<file path="src/design/ibd_pkg.sv">
// Package for the IMU UART burst deframer: status codes, register indexes,
// framing constants and the result record. No dependencies.
`timescale 1ns / 1ps

package ibd_pkg;

    localparam int BYTE_W      = 8;
    localparam int RAW_W       = 32;
    localparam int SUM_W       = 16;
    localparam int FL_W        = 6;
    localparam int CFG_DATA_W  = 6;
    localparam int CFG_IDX_W   = 1;
    localparam int MIN_LEN     = 4;
    localparam int N_VALUES    = 6;
    localparam int VAL_BYTES   = 8 * 3;

    localparam logic [BYTE_W-1:0] HDR_BYTE   = 8'h80;
    localparam logic [BYTE_W-1:0] DELIM_BYTE = 8'h0D;

    localparam logic [FL_W-1:0] FRAME_LENGTH_RST = 6'd26;

    localparam logic [CFG_IDX_W-1:0] CFG_FRAME_LENGTH    = 1'd0;
    localparam logic [CFG_IDX_W-1:0] CFG_CHECKSUM_ENABLE = 1'd1;

    typedef enum logic [1:0] {
        ST_NONE     = 2'd0,
        ST_OK       = 2'd1,
        ST_BAD_SUM  = 2'd2,
        ST_NO_DELIM = 2'd3
    } t_status;

    typedef struct packed {
        t_status                  status;
        logic signed [RAW_W-1:0]  gyro_x_raw;
        logic signed [RAW_W-1:0]  gyro_y_raw;
        logic signed [RAW_W-1:0]  gyro_z_raw;
        logic signed [RAW_W-1:0]  accel_x_raw;
        logic signed [RAW_W-1:0]  accel_y_raw;
        logic signed [RAW_W-1:0]  accel_z_raw;
    } t_result;

endpackage

</file>
<file path="src/design/ibd_byte_if.sv">
// Byte input channel of the deframer: valid/ready handshake and one byte.
// Depends on ibd_pkg for the byte width.
`timescale 1ns / 1ps

interface ibd_byte_if
    import ibd_pkg::*;
();
    logic              valid;
    logic              ready;
    logic [BYTE_W-1:0] byte_in;

    modport source (output valid, output byte_in, input ready);
    modport sink   (input valid, input byte_in, output ready);
endinterface

</file>
<file path="src/design/ibd_result_if.sv">
// Result channel of the deframer: valid/ready handshake, status and six raw values.
// Depends on ibd_pkg for the field widths.
`timescale 1ns / 1ps

interface ibd_result_if
    import ibd_pkg::*;
();
    logic                    valid;
    logic                    ready;
    logic [1:0]              status;
    logic signed [RAW_W-1:0] gyro_x_raw;
    logic signed [RAW_W-1:0] gyro_y_raw;
    logic signed [RAW_W-1:0] gyro_z_raw;
    logic signed [RAW_W-1:0] accel_x_raw;
    logic signed [RAW_W-1:0] accel_y_raw;
    logic signed [RAW_W-1:0] accel_z_raw;

    modport source (
        output valid, output status,
        output gyro_x_raw, output gyro_y_raw, output gyro_z_raw,
        output accel_x_raw, output accel_y_raw, output accel_z_raw,
        input ready
    );
    modport sink (
        input valid, input status,
        input gyro_x_raw, input gyro_y_raw, input gyro_z_raw,
        input accel_x_raw, input accel_y_raw, input accel_z_raw,
        output ready
    );
endinterface

</file>
<file path="src/design/imu_uart_burst_deframer_core.sv">
// Top level of the IMU UART burst deframer: byte framing, word-sum check and
// value extraction. Depends on ibd_pkg, ibd_byte_if, ibd_result_if and ibd_out_skid.
`timescale 1ns / 1ps

// The deframer takes one received UART byte per transaction and returns exactly one
// result transaction for every byte, in order. A header byte 0x80 restarts the
// frame at any position. The next frame_length bytes (clamped to 4..MAX_FRAME_BYTES)
// are stored, and the byte after them must be the delimiter 0x0D: status 3 reports
// a missing delimiter, status 2 a failed 16-bit big-endian word sum (when
// checksum_enable is set) and status 1 a good frame, which carries three gyro and
// three accel signed 32-bit big-endian values from frame bytes 0 to 23. All other
// results have status 0 and zero values. A byte can be accepted on every clock while
// the skid entry is free: the decision for a byte is made combinationally from the
// running count, the running word sum and the two checksum bytes, and the result
// is registered in the output register, or in the skid entry while a result waits
// for the sink, so the block can take another byte meanwhile. The frame buffer is a
// two-read-port RAM whose checksum bytes are read ahead into registers at addresses
// set by the frame length, with forwarding of the byte being written; the value bytes
// sit in their own registers. The buffer needs no clearing pass after reset, and
// the configuration registers take effect for the byte after the write.
module imu_uart_burst_deframer_core
    import ibd_pkg::*;
#(
    parameter int MAX_FRAME_BYTES = 32
) (
    input  logic                  i_clk,
    input  logic                  i_rst_n,
    ibd_byte_if.sink              i_byte,
    ibd_result_if.source          o_result,
    input  logic                  i_cfg_we,
    input  logic [CFG_IDX_W-1:0]  i_cfg_index,
    input  logic [CFG_DATA_W-1:0] i_cfg_data
);

    localparam int LW = $clog2(MAX_FRAME_BYTES + 1);
    localparam int AW = $clog2(MAX_FRAME_BYTES);

    // Clamp the programmed length into the supported range.
    function automatic logic [LW-1:0] f_used_len(input logic [FL_W-1:0] fl);
        logic [LW-1:0] v;
        if (int'(fl) < MIN_LEN) begin
            v = LW'(MIN_LEN);
        end else if (int'(fl) > MAX_FRAME_BYTES) begin
            v = LW'(MAX_FRAME_BYTES);
        end else begin
            v = LW'(fl);
        end
        return v;
    endfunction

    // Configuration registers.
    logic [FL_W-1:0] r_frame_length;
    logic [FL_W-1:0] n_frame_length;
    logic            r_checksum_enable;
    logic            n_checksum_enable;

    // Frame state.
    logic [LW-1:0]     r_cnt;
    logic [LW-1:0]     n_cnt;
    logic [SUM_W-1:0]  r_sum;
    logic [SUM_W-1:0]  n_sum;
    logic [BYTE_W-1:0] r_prev;

    // Checksum bytes, read ahead from the buffer into registers.
    logic [BYTE_W-1:0] r_mem [MAX_FRAME_BYTES];
    logic [BYTE_W-1:0] r_chk_hi;
    logic [BYTE_W-1:0] r_chk_lo;

    logic [LW-1:0]     w_len;
    logic [LW-1:0]     w_len_next;
    logic [AW-1:0]     w_rd_hi;
    logic [AW-1:0]     w_rd_lo;
    logic [AW-1:0]     w_wr_addr;
    logic              w_accept;
    logic              w_is_hdr;
    logic              w_store;
    logic              w_sum_add;
    logic [BYTE_W-1:0] w_b;
    logic [BYTE_W-1:0] w_vb [VAL_BYTES];
    t_result           n_res;
    t_result           w_out;
    logic              w_in_ready;

    assign w_b        = i_byte.byte_in;
    assign w_accept   = i_byte.valid && w_in_ready;
    assign w_len      = f_used_len(r_frame_length);
    assign w_is_hdr   = (w_b == HDR_BYTE);
    assign w_store    = !w_is_hdr && (r_cnt < w_len);
    assign w_wr_addr  = r_cnt[AW-1:0];
    // A byte at an odd index closes a word, unless that word is the checksum.
    assign w_sum_add  = r_cnt[0] && (({1'b0, r_cnt} + (LW+1)'(2)) <= {1'b0, w_len});

    // Configuration writes.
    always_comb begin
        n_frame_length    = r_frame_length;
        n_checksum_enable = r_checksum_enable;
        if (i_cfg_we) begin
            unique case (i_cfg_index)
                CFG_FRAME_LENGTH:    n_frame_length    = i_cfg_data[FL_W-1:0];
                CFG_CHECKSUM_ENABLE: n_checksum_enable = i_cfg_data[0];
                default: ;
            endcase
        end
    end

    always_ff @(posedge i_clk) begin
        if (!i_rst_n) begin
            r_frame_length    <= FRAME_LENGTH_RST;
            r_checksum_enable <= 1'b1;
        end else begin
            r_frame_length    <= n_frame_length;
            r_checksum_enable <= n_checksum_enable;
        end
    end

    // Frame count and running word sum.
    always_comb begin
        n_cnt = r_cnt;
        n_sum = r_sum;
        if (w_accept) begin
            if (w_store) begin
                n_cnt = r_cnt + LW'(1);
                if (w_sum_add) begin
                    n_sum = r_sum + {r_prev, w_b};
                end
            end else begin
                // Header, delimiter check or framing error: the frame restarts.
                n_cnt = '0;
                n_sum = '0;
            end
        end
    end

    always_ff @(posedge i_clk) begin
        if (!i_rst_n) begin
            r_cnt <= '0;
            r_sum <= '0;
        end else begin
            r_cnt <= n_cnt;
            r_sum <= n_sum;
        end
    end

    always_ff @(posedge i_clk) begin
        if (w_accept && w_store) begin
            r_prev <= w_b;
        end
    end

    // Frame buffer RAM. The read addresses follow the length that holds after
    // this edge, and a byte written at this edge is forwarded to the read data.
    assign w_len_next = f_used_len(n_frame_length);
    assign w_rd_hi    = AW'(w_len_next - LW'(2));
    assign w_rd_lo    = AW'(w_len_next - LW'(1));

    always_ff @(posedge i_clk) begin
        if (w_accept && w_store) begin
            r_mem[w_wr_addr] <= w_b;
        end
    end

    always_ff @(posedge i_clk) begin
        if (w_accept && w_store && (w_wr_addr == w_rd_hi)) begin
            r_chk_hi <= w_b;
        end else begin
            r_chk_hi <= r_mem[w_rd_hi];
        end
        if (w_accept && w_store && (w_wr_addr == w_rd_lo)) begin
            r_chk_lo <= w_b;
        end else begin
            r_chk_lo <= r_mem[w_rd_lo];
        end
    end

    // Value bytes live in registers of their own; positions past the buffer read zero.
    for (genvar i = 0; i < VAL_BYTES; i++) begin : g_vb
        if (i < MAX_FRAME_BYTES) begin : g_reg
            logic [BYTE_W-1:0] r_byte;
            always_ff @(posedge i_clk) begin
                if (w_accept && w_store && (r_cnt == LW'(i))) begin
                    r_byte <= w_b;
                end
            end
            assign w_vb[i] = r_byte;
        end else begin : g_zero
            assign w_vb[i] = '0;
        end
    end

    // Result of the current byte.
    always_comb begin
        n_res        = '0;
        n_res.status = ST_NONE;
        if (!w_is_hdr && !w_store) begin
            if (w_b != DELIM_BYTE) begin
                n_res.status = ST_NO_DELIM;
            end else if (r_checksum_enable && (r_sum != {r_chk_hi, r_chk_lo})) begin
                n_res.status = ST_BAD_SUM;
            end else begin
                n_res.status      = ST_OK;
                n_res.gyro_x_raw  = {w_vb[0],  w_vb[1],  w_vb[2],  w_vb[3]};
                n_res.gyro_y_raw  = {w_vb[4],  w_vb[5],  w_vb[6],  w_vb[7]};
                n_res.gyro_z_raw  = {w_vb[8],  w_vb[9],  w_vb[10], w_vb[11]};
                n_res.accel_x_raw = {w_vb[12], w_vb[13], w_vb[14], w_vb[15]};
                n_res.accel_y_raw = {w_vb[16], w_vb[17], w_vb[18], w_vb[19]};
                n_res.accel_z_raw = {w_vb[20], w_vb[21], w_vb[22], w_vb[23]};
            end
        end
    end

    ibd_out_skid u_out_skid (
        .i_clk   (i_clk),
        .i_rst_n (i_rst_n),
        .i_valid (i_byte.valid),
        .o_ready (w_in_ready),
        .i_data  (n_res),
        .o_valid (o_result.valid),
        .i_ready (o_result.ready),
        .o_data  (w_out)
    );

    assign i_byte.ready         = w_in_ready;
    assign o_result.status      = w_out.status;
    assign o_result.gyro_x_raw  = w_out.gyro_x_raw;
    assign o_result.gyro_y_raw  = w_out.gyro_y_raw;
    assign o_result.gyro_z_raw  = w_out.gyro_z_raw;
    assign o_result.accel_x_raw = w_out.accel_x_raw;
    assign o_result.accel_y_raw = w_out.accel_y_raw;
    assign o_result.accel_z_raw = w_out.accel_z_raw;

    // The byte count never runs past the buffer.
    a_cnt_bound: assert property (@(posedge i_clk) disable iff (!i_rst_n)
        int'(r_cnt) <= MAX_FRAME_BYTES)
        else $error("byte count beyond buffer depth");

    // A header byte always restarts the count and the word sum.
    a_hdr_restart: assert property (@(posedge i_clk) disable iff (!i_rst_n)
        (w_accept && w_is_hdr) |=> (r_cnt == '0) && (r_sum == '0))
        else $error("header did not restart the frame");

    // A stored byte advances the count by one.
    a_store_step: assert property (@(posedge i_clk) disable iff (!i_rst_n)
        (w_accept && w_store) |=> (r_cnt == $past(r_cnt) + LW'(1)))
        else $error("stored byte did not advance the count");

endmodule

</file>
<file path="src/design/ibd_out_skid.sv">
// Output register with one skid entry for deframer results.
// Depends on ibd_pkg for the result record.
`timescale 1ns / 1ps

module ibd_out_skid
    import ibd_pkg::*;
(
    input  logic    i_clk,
    input  logic    i_rst_n,
    input  logic    i_valid,
    output logic    o_ready,
    input  t_result i_data,
    output logic    o_valid,
    input  logic    i_ready,
    output t_result o_data
);

    logic    r_out_valid;
    logic    r_skid_valid;
    t_result r_out_data;
    t_result r_skid_data;

    // Upstream is held back only when the skid entry is in use.
    assign o_ready = !r_skid_valid;
    assign o_valid = r_out_valid;
    assign o_data  = r_out_data;

    always_ff @(posedge i_clk) begin
        if (!i_rst_n) begin
            r_out_valid  <= 1'b0;
            r_skid_valid <= 1'b0;
        end else if (!r_out_valid || i_ready) begin
            if (r_skid_valid) begin
                r_out_valid  <= 1'b1;
                r_skid_valid <= 1'b0;
            end else begin
                r_out_valid <= i_valid;
            end
        end else if (i_valid && !r_skid_valid) begin
            r_skid_valid <= 1'b1;
        end
    end

    always_ff @(posedge i_clk) begin
        if (!r_out_valid || i_ready) begin
            if (r_skid_valid) begin
                r_out_data <= r_skid_data;
            end else begin
                r_out_data <= i_data;
            end
        end else if (i_valid && !r_skid_valid) begin
            r_skid_data <= i_data;
        end
    end

endmodule

</file>
<file path="src/flat_wrapper.sv">
// flat-port wrapper written by rule: the top's interface ports become plain ports
module imu_uart_burst_deframer_core_flat import ibd_pkg::*;
#(
    parameter int MAX_FRAME_BYTES = 32
)
  (i_clk, i_rst_n, i_cfg_we, i_cfg_index, i_cfg_data, i_byte_valid, i_byte_byte_in, i_byte_ready, o_result_valid, o_result_status, o_result_gyro_x_raw, o_result_gyro_y_raw, o_result_gyro_z_raw, o_result_accel_x_raw, o_result_accel_y_raw, o_result_accel_z_raw, o_result_ready);
  ibd_byte_if i_byte_i ();
  ibd_result_if o_result_i ();
  input  logic i_clk;
  input  logic i_rst_n;
  input  logic i_cfg_we;
  input  logic [CFG_IDX_W-1:0] i_cfg_index;
  input  logic [CFG_DATA_W-1:0] i_cfg_data;
  input wire logic [$bits(i_byte_i.valid)-1:0] i_byte_valid;
  input wire logic [$bits(i_byte_i.byte_in)-1:0] i_byte_byte_in;
  output wire logic [$bits(i_byte_i.ready)-1:0] i_byte_ready;
  output wire logic [$bits(o_result_i.valid)-1:0] o_result_valid;
  output wire logic [$bits(o_result_i.status)-1:0] o_result_status;
  output wire logic [$bits(o_result_i.gyro_x_raw)-1:0] o_result_gyro_x_raw;
  output wire logic [$bits(o_result_i.gyro_y_raw)-1:0] o_result_gyro_y_raw;
  output wire logic [$bits(o_result_i.gyro_z_raw)-1:0] o_result_gyro_z_raw;
  output wire logic [$bits(o_result_i.accel_x_raw)-1:0] o_result_accel_x_raw;
  output wire logic [$bits(o_result_i.accel_y_raw)-1:0] o_result_accel_y_raw;
  output wire logic [$bits(o_result_i.accel_z_raw)-1:0] o_result_accel_z_raw;
  input wire logic [$bits(o_result_i.ready)-1:0] o_result_ready;
  assign i_byte_i.valid = i_byte_valid;
  assign i_byte_i.byte_in = i_byte_byte_in;
  assign i_byte_ready = i_byte_i.ready;
  assign o_result_valid = o_result_i.valid;
  assign o_result_status = o_result_i.status;
  assign o_result_gyro_x_raw = o_result_i.gyro_x_raw;
  assign o_result_gyro_y_raw = o_result_i.gyro_y_raw;
  assign o_result_gyro_z_raw = o_result_i.gyro_z_raw;
  assign o_result_accel_x_raw = o_result_i.accel_x_raw;
  assign o_result_accel_y_raw = o_result_i.accel_y_raw;
  assign o_result_accel_z_raw = o_result_i.accel_z_raw;
  assign o_result_i.ready = o_result_ready;
  imu_uart_burst_deframer_core #(.MAX_FRAME_BYTES(MAX_FRAME_BYTES)) u_core (.i_clk(i_clk), .i_rst_n(i_rst_n), .i_byte(i_byte_i), .o_result(o_result_i), .i_cfg_we(i_cfg_we), .i_cfg_index(i_cfg_index), .i_cfg_data(i_cfg_data));
endmodule
</file>
<file path="config.mk">
export PLATFORM = sky130hd
export DESIGN_NAME = imu_uart_burst_deframer_core_flat
export DESIGN_NICKNAME = d
export VERILOG_FILES = /design/src/design/ibd_pkg.sv /design/src/design/ibd_byte_if.sv /design/src/design/ibd_result_if.sv /design/src/design/imu_uart_burst_deframer_core.sv /design/src/design/ibd_out_skid.sv /design/src/flat_wrapper.sv
export SDC_FILE = /design/constraint.sdc
export NUM_CORES = 1
export LEC_CHECK = 0
export ABC_AREA = 1
export BUFFER_PORTS_ARGS = -buffer_cell sky130_fd_sc_hd__buf_4
export CAP_MARGIN = 20
export CORE_UTILIZATION = 35
export CTS_CLUSTER_SIZE = 20
export DETAILED_ROUTE_END_ITERATION = 12
export SLEW_MARGIN = 20
export SYNTH_ARGS = -nofsm -noshare
export SYNTH_HDL_FRONTEND = slang
export SYNTH_HIERARCHICAL = 1
export SYNTH_SLANG_ARGS = --single-unit
</file>
<file path="constraint.sdc">
create_clock -name i_clk -period 22.2 [get_ports i_clk]
set_input_delay 1.11 -clock i_clk [delete_from_list [all_inputs] [get_ports i_clk]]
set_output_delay 1.11 -clock i_clk [all_outputs]
set_load 0.01 [all_outputs]
</file>
==> flow_summary.ini, run 1 <==
[status]
status = complete, no violations

[die]
core_mm2 = 0.111
die_x_um = 337
die-area_mm2 = 0.114
ios = 216
die_y_um = 337
core.rowCount = 122
floorplan.initialDensity_pct = 35.4

[pwr]
seq_power_share_pct = 48.2
pwr-share-clk_pct = 40.2
finalPower_w = 0.00394
powerDensity_mw_per_mm2 = 87.6
vdd_drop_max_v = 0.0000599
switching_share_pct = 25.4
p_int_w = 0.00294
switchingPower_w = 0.00100
power_leakage_nw = 17.3
p_comb_share_pct = 11.7

[worst_setup_path]
end_kind = register
crit_slowest_cell = buf_4
cp_common_cell = nand2_1
r2r_end = u_core/u_out_skid/o_data[65]$_DFFE_PP_
max_stage_delay_ps = 920
r2r_cells = 21
worstPathCellList = inv_4 > buf_4 > nand2_1 > nand3_1 > nand3_1 > nand2_1 > nand2_1 > nand3_1 > nand3b_1 > nand2_1 > nor2_1 > nand2_1 > nor2_1 > nand2_1 > nand2_2 > nand2_8 > buf_12 > buf_4 > nor2_4 > nand2_1 > nand2_1
required_ps = 22610
r2r_slack_ps = 15920
path_max_fanout = 84
worst-endpoint-arrival_ps = 6690
startpoint_type = register
criticalPathCategory = reg2reg

[yosys]
postSynthAreaPerCell_um2 = 10.8
ys_types = 38
synthMuxAreaShare_pct = 0
synth_area_leaders = edfxtp_1, nand2_1, nand3_1
synthesis.area_mm2 = 0.0393
yosysTopAreaCellShare_pct = 64.5
synthSimpleGateAreaFrac_pct = 26.1
synth_top_family_by_area = simple AND/OR/NAND/NOR gates
synth_compound_area_share_pct = 1.40
synth_top_cell_by_area = edfxtp_1
synth-seq-cells = 885
synth_warnings = 6
synth_cells = 3641
synth_xor_area_share_pct = 0.468
ys_seq_area_share_pct = 66.6
synth_fa_ha_area_share_pct = 1.07
synth_nets = 3694

[drt]
wl_um = 100000
post-route-drc-count = 0
vias = 26400
drtIter0Drc = 2645
ant_nets = 0
wl_per_cell_um = 18.7
drtPass1Iterations = 6
via_per_inst = 4.94

[timing]
hold_ws_ps = 505
period_needed_ps = 6280
layout_worst_path_cycle_share_pct = 28.3
hold_viol_final = 0
fmax_ghz = 0.159
worst_pin_slew_ps = 1150
final-setup-viol-count = 0
clock_skew_ps = 27.6
tns_ps = 0
drv_slew = 0
slew_headroom_pct = 22.9
rsz0062_at_grt = no

[hold_path]
hp-class = reg2reg
whs_path_depth = 2
min_from = u_core/r_checksum_enable$_SDFFE_PN1P_
holdPathEnd = u_core/r_checksum_enable$_SDFFE_PN1P_

[clock_tree]
clk_path_buf_depth = 3
root_buffer = clkbuf_16
cts_resized = 0
clock_latency_ps = 670
tritoncts = yes
cts_max_level = 3
postCtsSetupRepairBufs = 0
cts_sinks = 885
hold_buffers = 0
clk_pin_slew_ps = 70
numCtsBuffers = 89

[global_route]
grt_usage_pct = 17.4
grt_pass1_vias = 25000
antenna_found_initial = 2
grt_max_degree = 129
grt-ovfl-total = 0
grt_pass1_wl_um = 152000

[run]
cap_viol_max_count = 0

[layout]
seq_area_mm2 = 0.0262
multi_input_area_mm2 = 0.0115
n_antenna_cell = 0
fin_area_mm2 = 0.0450
fin_cells = 5345
nFillCells = 10500
drive_above_1_share_pct = 15.7
final_nets = 3838
final_cell_mix = nand2_1, edfxtp_1, nand3_1, buf_4, nor2_1
area_growth_syn_to_layout_pct = 14.4
final_common_cell = nand2_1

[placement]
dp_cells = 5181
hpwlAfterDp_um = 59400
dpl_cell_area_mm2 = 0.0418
place.gp.congestion = 0.899
portBuffers = 215
## per-layer routing
layer  GRT usage (%)  vias up  part of all wire, %
li1                -    12500                    -
met4            6.06        2                  2.8
met2            29.6     1003                   49
met3            2.34      186                  6.5
met5               0        -                0.014
met1            22.7    12700                   41
## worst max-delay path, delay by kind of cell, from the launching register on
kind                   cells  cell delay (ps)
buffers and inverters      4             2790
DFF                        1              540
and+or+nand+nor           17             2180
## flip-flops by register name, indices dropped and copies added (netlist names), named ones only
register / flops
u_core/r_checksum_enable: 1
u_core/u_out_skid/o_valid: 1
u_core/r_cnt: 6
u_core/u_out_skid/r_skid_valid: 1
u_core/u_out_skid/o_data: 194
u_core/u_out_skid/r_skid_data: 194
u_core/r_mem: 256
u_core/r_frame_length: 6
u_core/g_vb.g_reg.r_byte: 192
u_core/r_prev: 8
u_core/r_sum: 16
## metrics by stage
step	utilization [%]	worst slack (ps)
after floorplan	-	3940
after global placement	37.6	16120
after detailed placement	37.7	16030
after CTS	40.4	16010
after global routing	40.5	15570
final	40.5	15920
## area by class of cell
| class | count | area share [%] |
|---|---|---|
| Multi-Input combinational cell | 2472 | 25.6 |
| Sequential cell | 885 | 58.3 |
| Clock buffer | 106 | 5.30 |
| Timing Repair Buffer | 259 | 4.43 |
| Tap cell | 1488 | 4.14 |
| Inverter | 78 | 0.682 |
| Clock inverter | 57 | 1.56 |
## how the worst max path moves through the flow
stage	startpoint	end	slack (ps)	cells after the start
2_1_floorplan	o_result_ready	u_core/u_out_skid/r_skid_data[0]$_DFFE_PP_	3940	3
3_3_place_gp	register	u_core/u_out_skid/o_data[60]$_DFFE_PP_	16120	21
3_5_place_dp	register	u_core/u_out_skid/o_data[65]$_DFFE_PP_	16030	21
4_1_cts	register	u_core/u_out_skid/o_data[64]$_DFFE_PP_	16010	21
5_1_grt	register	u_core/u_out_skid/o_data[63]$_DFFE_PP_	15570	21
6_report	register	u_core/u_out_skid/o_data[65]$_DFFE_PP_	15920	21
## power by group through the flow
| stage | logic (W) | clock network [W] | registers (W) |
|---|---|---|---|
| after global routing | 0.000502 | 0.00168 | 0.00190 |
| final | 0.000459 | 0.00158 | 0.00190 |
| after CTS | 0.000455 | 0.00161 | 0.00190 |
| after global placement | 0.000450 | 0 | 0.00193 |
| after floorplan | 0.000296 | 0 | 0.00192 |
| after detailed placement | 0.000453 | 0 | 0.00193 |
## synthesized netlist by cell type
cell / count
a211oi_1: 2
a21boi_1: 1
a21o_1: 3
a21oi_1: 36
a31oi_1: 3
buf_1: 9
buf_12: 10
buf_2: 73
buf_4: 26
buf_6: 34
buf_8: 2
clkbuf_1: 52
dfxtp_1: 41
edfxtp_1: 844
fa_1: 1
ha_1: 32
inv_1: 73
inv_2: 2
inv_4: 3
nand2_1: 1519
nand2_2: 2
nand3_1: 418
nand3b_1: 12
nand4_1: 3
nor2_1: 158
nor2_2: 80
nor2_4: 100
nor3_1: 22
nor4_1: 2
o2111ai_1: 1
o211ai_1: 4
o21a_1: 1
o21ai_0: 41
o21ai_1: 8
o21bai_1: 1
o31ai_1: 1
xnor2_1: 7
xor2_1: 14
## cells by family after synthesis
kind of cell | Yosys count
AO/OA/AOI/OAI | 102
XOR/XNOR | 21
adder cells (fa/ha/maj) | 33
buffers and inverters | 284
flip-flops | 885
AND/OR/NAND/NOR | 2316
Note: power is estimated with default switching activity, not from simulation.
==> run 2, diff against run 1 <==
==> constraint.sdc (replaced) <==
create_clock -name i_clk -period 6.3 [get_ports i_clk]
set_input_delay 0.315 -clock i_clk [delete_from_list [all_inputs] [get_ports i_clk]]
set_output_delay 0.315 -clock i_clk [all_outputs]
set_load 0.01 [all_outputs]
==> run 2 against run 1 <==
Against the previous run: utilization down 0.18 points; clock power rose to 3.2 times the previous value; total power rose to 3.4 times the previous value; via count down 0.11%; die area unchanged.
==> flow_summary.ini, run 2 (same netlist as run 1, synthesis figures left out) <==
[worst_setup_path]
r2r_cells = 5
worstPathCellList = inv_6 > nand2_1 > nor2_2 > nand2_1 > nor2_1
crit_slowest_cell = nor2_1
path_max_fanout = 116
cp_common_cell = nand2_1
r2r_end = u_core/r_mem[16][2]$_DFFE_PP_
required_ps = 6550
worst-endpoint-arrival_ps = 5100
reg2reg_from = u_core/u_out_skid/r_skid_valid$_SDFFE_PP0P_
max_stage_delay_ps = 1120
startpoint_type = register
path_delay_family = simple AND/OR/NAND/NOR gates
critical_path_buf_inv_count = 1
worstSetupStartpoint = u_core/u_out_skid/r_skid_valid$_SDFFE_PP0P_
end_kind = register
r2r_slack_ps = 1450
criticalPathCategory = reg2reg

[die]
die-area_mm2 = 0.114
core_mm2 = 0.111
ios = 216
die_y_um = 337
core.rowCount = 122
floorplan.initialDensity_pct = 35.4
die_x_um = 337

[hold_path]
min_from = i_cfg_data[3]
hp-class = in2reg
whs_path_depth = 3
holdPathEnd = u_core/r_frame_length[3]$_SDFF_PN1_

[timing]
slew_headroom_pct = 18.6
rsz0062_at_grt = no
hold_viol_final = 0
fmax_ghz = 0.206
layout_worst_path_cycle_share_pct = 77.0
worst_pin_slew_ps = 1220
final-setup-viol-count = 0
drv_slew = 0
clock_skew_ps = 36.2
period_needed_ps = 4850
tns_ps = 0

[placement]
hpwlAfterDp_um = 60600
dp_cells = 5195
portBuffers = 215
place.gp.congestion = 0.926

[status]
status = complete, no violations

[global_route]
grt_max_degree = 139
grt_pass1_vias = 25100
grt_usage_pct = 17.5
grt-ovfl-total = 0
antenna_found_initial = 6
grt_pass1_wl_um = 152000

[drt]
vias = 26400
wl_um = 101000
post-route-drc-count = 0
via_per_inst = 4.92
ant_nets = 0
drtPass1Iterations = 6
drtIter0Drc = 2823
wl_per_cell_um = 18.9

[run]
cap_viol_max_count = 0

[pwr]
vdd_drop_max_v = 0.000237
powerDensity_mw_per_mm2 = 298
power_leakage_nw = 17.2

[clock_tree]
clock_latency_ps = 660
clk_pin_slew_ps = 60
postCtsSetupRepairBufs = 0
tritoncts = yes
cts_sinks = 885
clk_path_buf_depth = 3
root_buffer = clkbuf_16
numCtsBuffers = 87
cts_max_level = 3

[layout]
fin_cells = 5365
fin_util_pct = 40.3
regMostFlops = u_core/r_mem
final_nets = 3859
drive_above_1_share_pct = 15.4
largest_register_ffs = 256
nFillCells = 10600
final_cell_mix = nand2_1, edfxtp_1, nand3_1, buf_4, nor2_1
final_common_cell = nand2_1
n_antenna_cell = 0
area_growth_syn_to_layout_pct = 13.9
## run 2: changes by cell type in the layout (fill, tap and decap cells not counted), sizes merged
cell         previous run  this run
clkinv                 37        38
clkbuf                106       107
buf                   259       273
inv                    80        82
dlygate4sd3             0         9
clkinvlp                3         6
bufinv                 15         5
## run 2: worst max path at each step
stage / endpoint / slack, ps / cells after the start
3_3_place_gp: u_core/g_vb[2].g_reg.r_byte[6]$_DFFE_PP_ / 1420 / 5
6_report: u_core/r_mem[16][2]$_DFFE_PP_ / 1450 / 5
3_5_place_dp: u_core/g_vb[2].g_reg.r_byte[6]$_DFFE_PP_ / 1410 / 5
5_1_grt: u_core/g_vb[18].g_reg.r_byte[1]$_DFFE_PP_ / 1230 / 5
2_1_floorplan: u_core/u_out_skid/r_skid_data[0]$_DFFE_PP_ / 1600 / 2
4_1_cts: u_core/g_vb[2].g_reg.r_byte[3]$_DFFE_PP_ / 1380 / 5
## run 2: power by group
group / total (W) / switching [W] / leakage, nW / internal (W)
registers: 0.00666 / 0.000103 / 8.79 / 0.00656
clock network: 0.00503 / 0.00223 / 1.32 / 0.00279
logic: 0.00167 / 0.00119 / 7.05 / 0.000477
## run 2: cell type report
cell class / instances / area [um^2] / share of cell area [%]
clock buffers: 107 / 2270 / 5.08
clock inverters: 53 / 448 / 1.00
inverters: 78 / 305 / 0.682
multi-input cells: 2472 / 11500 / 25.7
flip-flops and latches: 885 / 26200 / 58.5
well taps: 1488 / 1860 / 4.16
repair buffers: 282 / 2200 / 4.92
## run 2: what timing repair did
action                                 4_1_cts  5_1_grt
hold buffers                                 9        0
endpoints found under the hold margin       11        0
gates resized for setup                      0        0
setup endpoints to repair                    0        0
## run 2: routing by layer
metal	wire length (um)	track usage, %	vias up
li1	-	-	12600
met1	42900	23.4	12600
met2	48900	29.2	1029
met3	6790	2.27	171
met4	2870	5.88	2
met5	13	0	-
## run 2: worst min-delay path, cell delays in order
cell and delay (ps):
buf_4 110, o21ai_0 150, nand2_1 80
## run 2: through the flow
step	instance area [um^2]	power [W]	hold slack (ps)	setup WS, ps
after floorplan	39300	0.00780	414	1600
after global placement	41900	0.00842	501	1420
after CTS	44700	0.0134	7.31	1380
final	44800	0.0134	36.6	1450
after detailed placement	41900	0.00842	503	1410
after global routing	44800	0.0138	5.88	1230
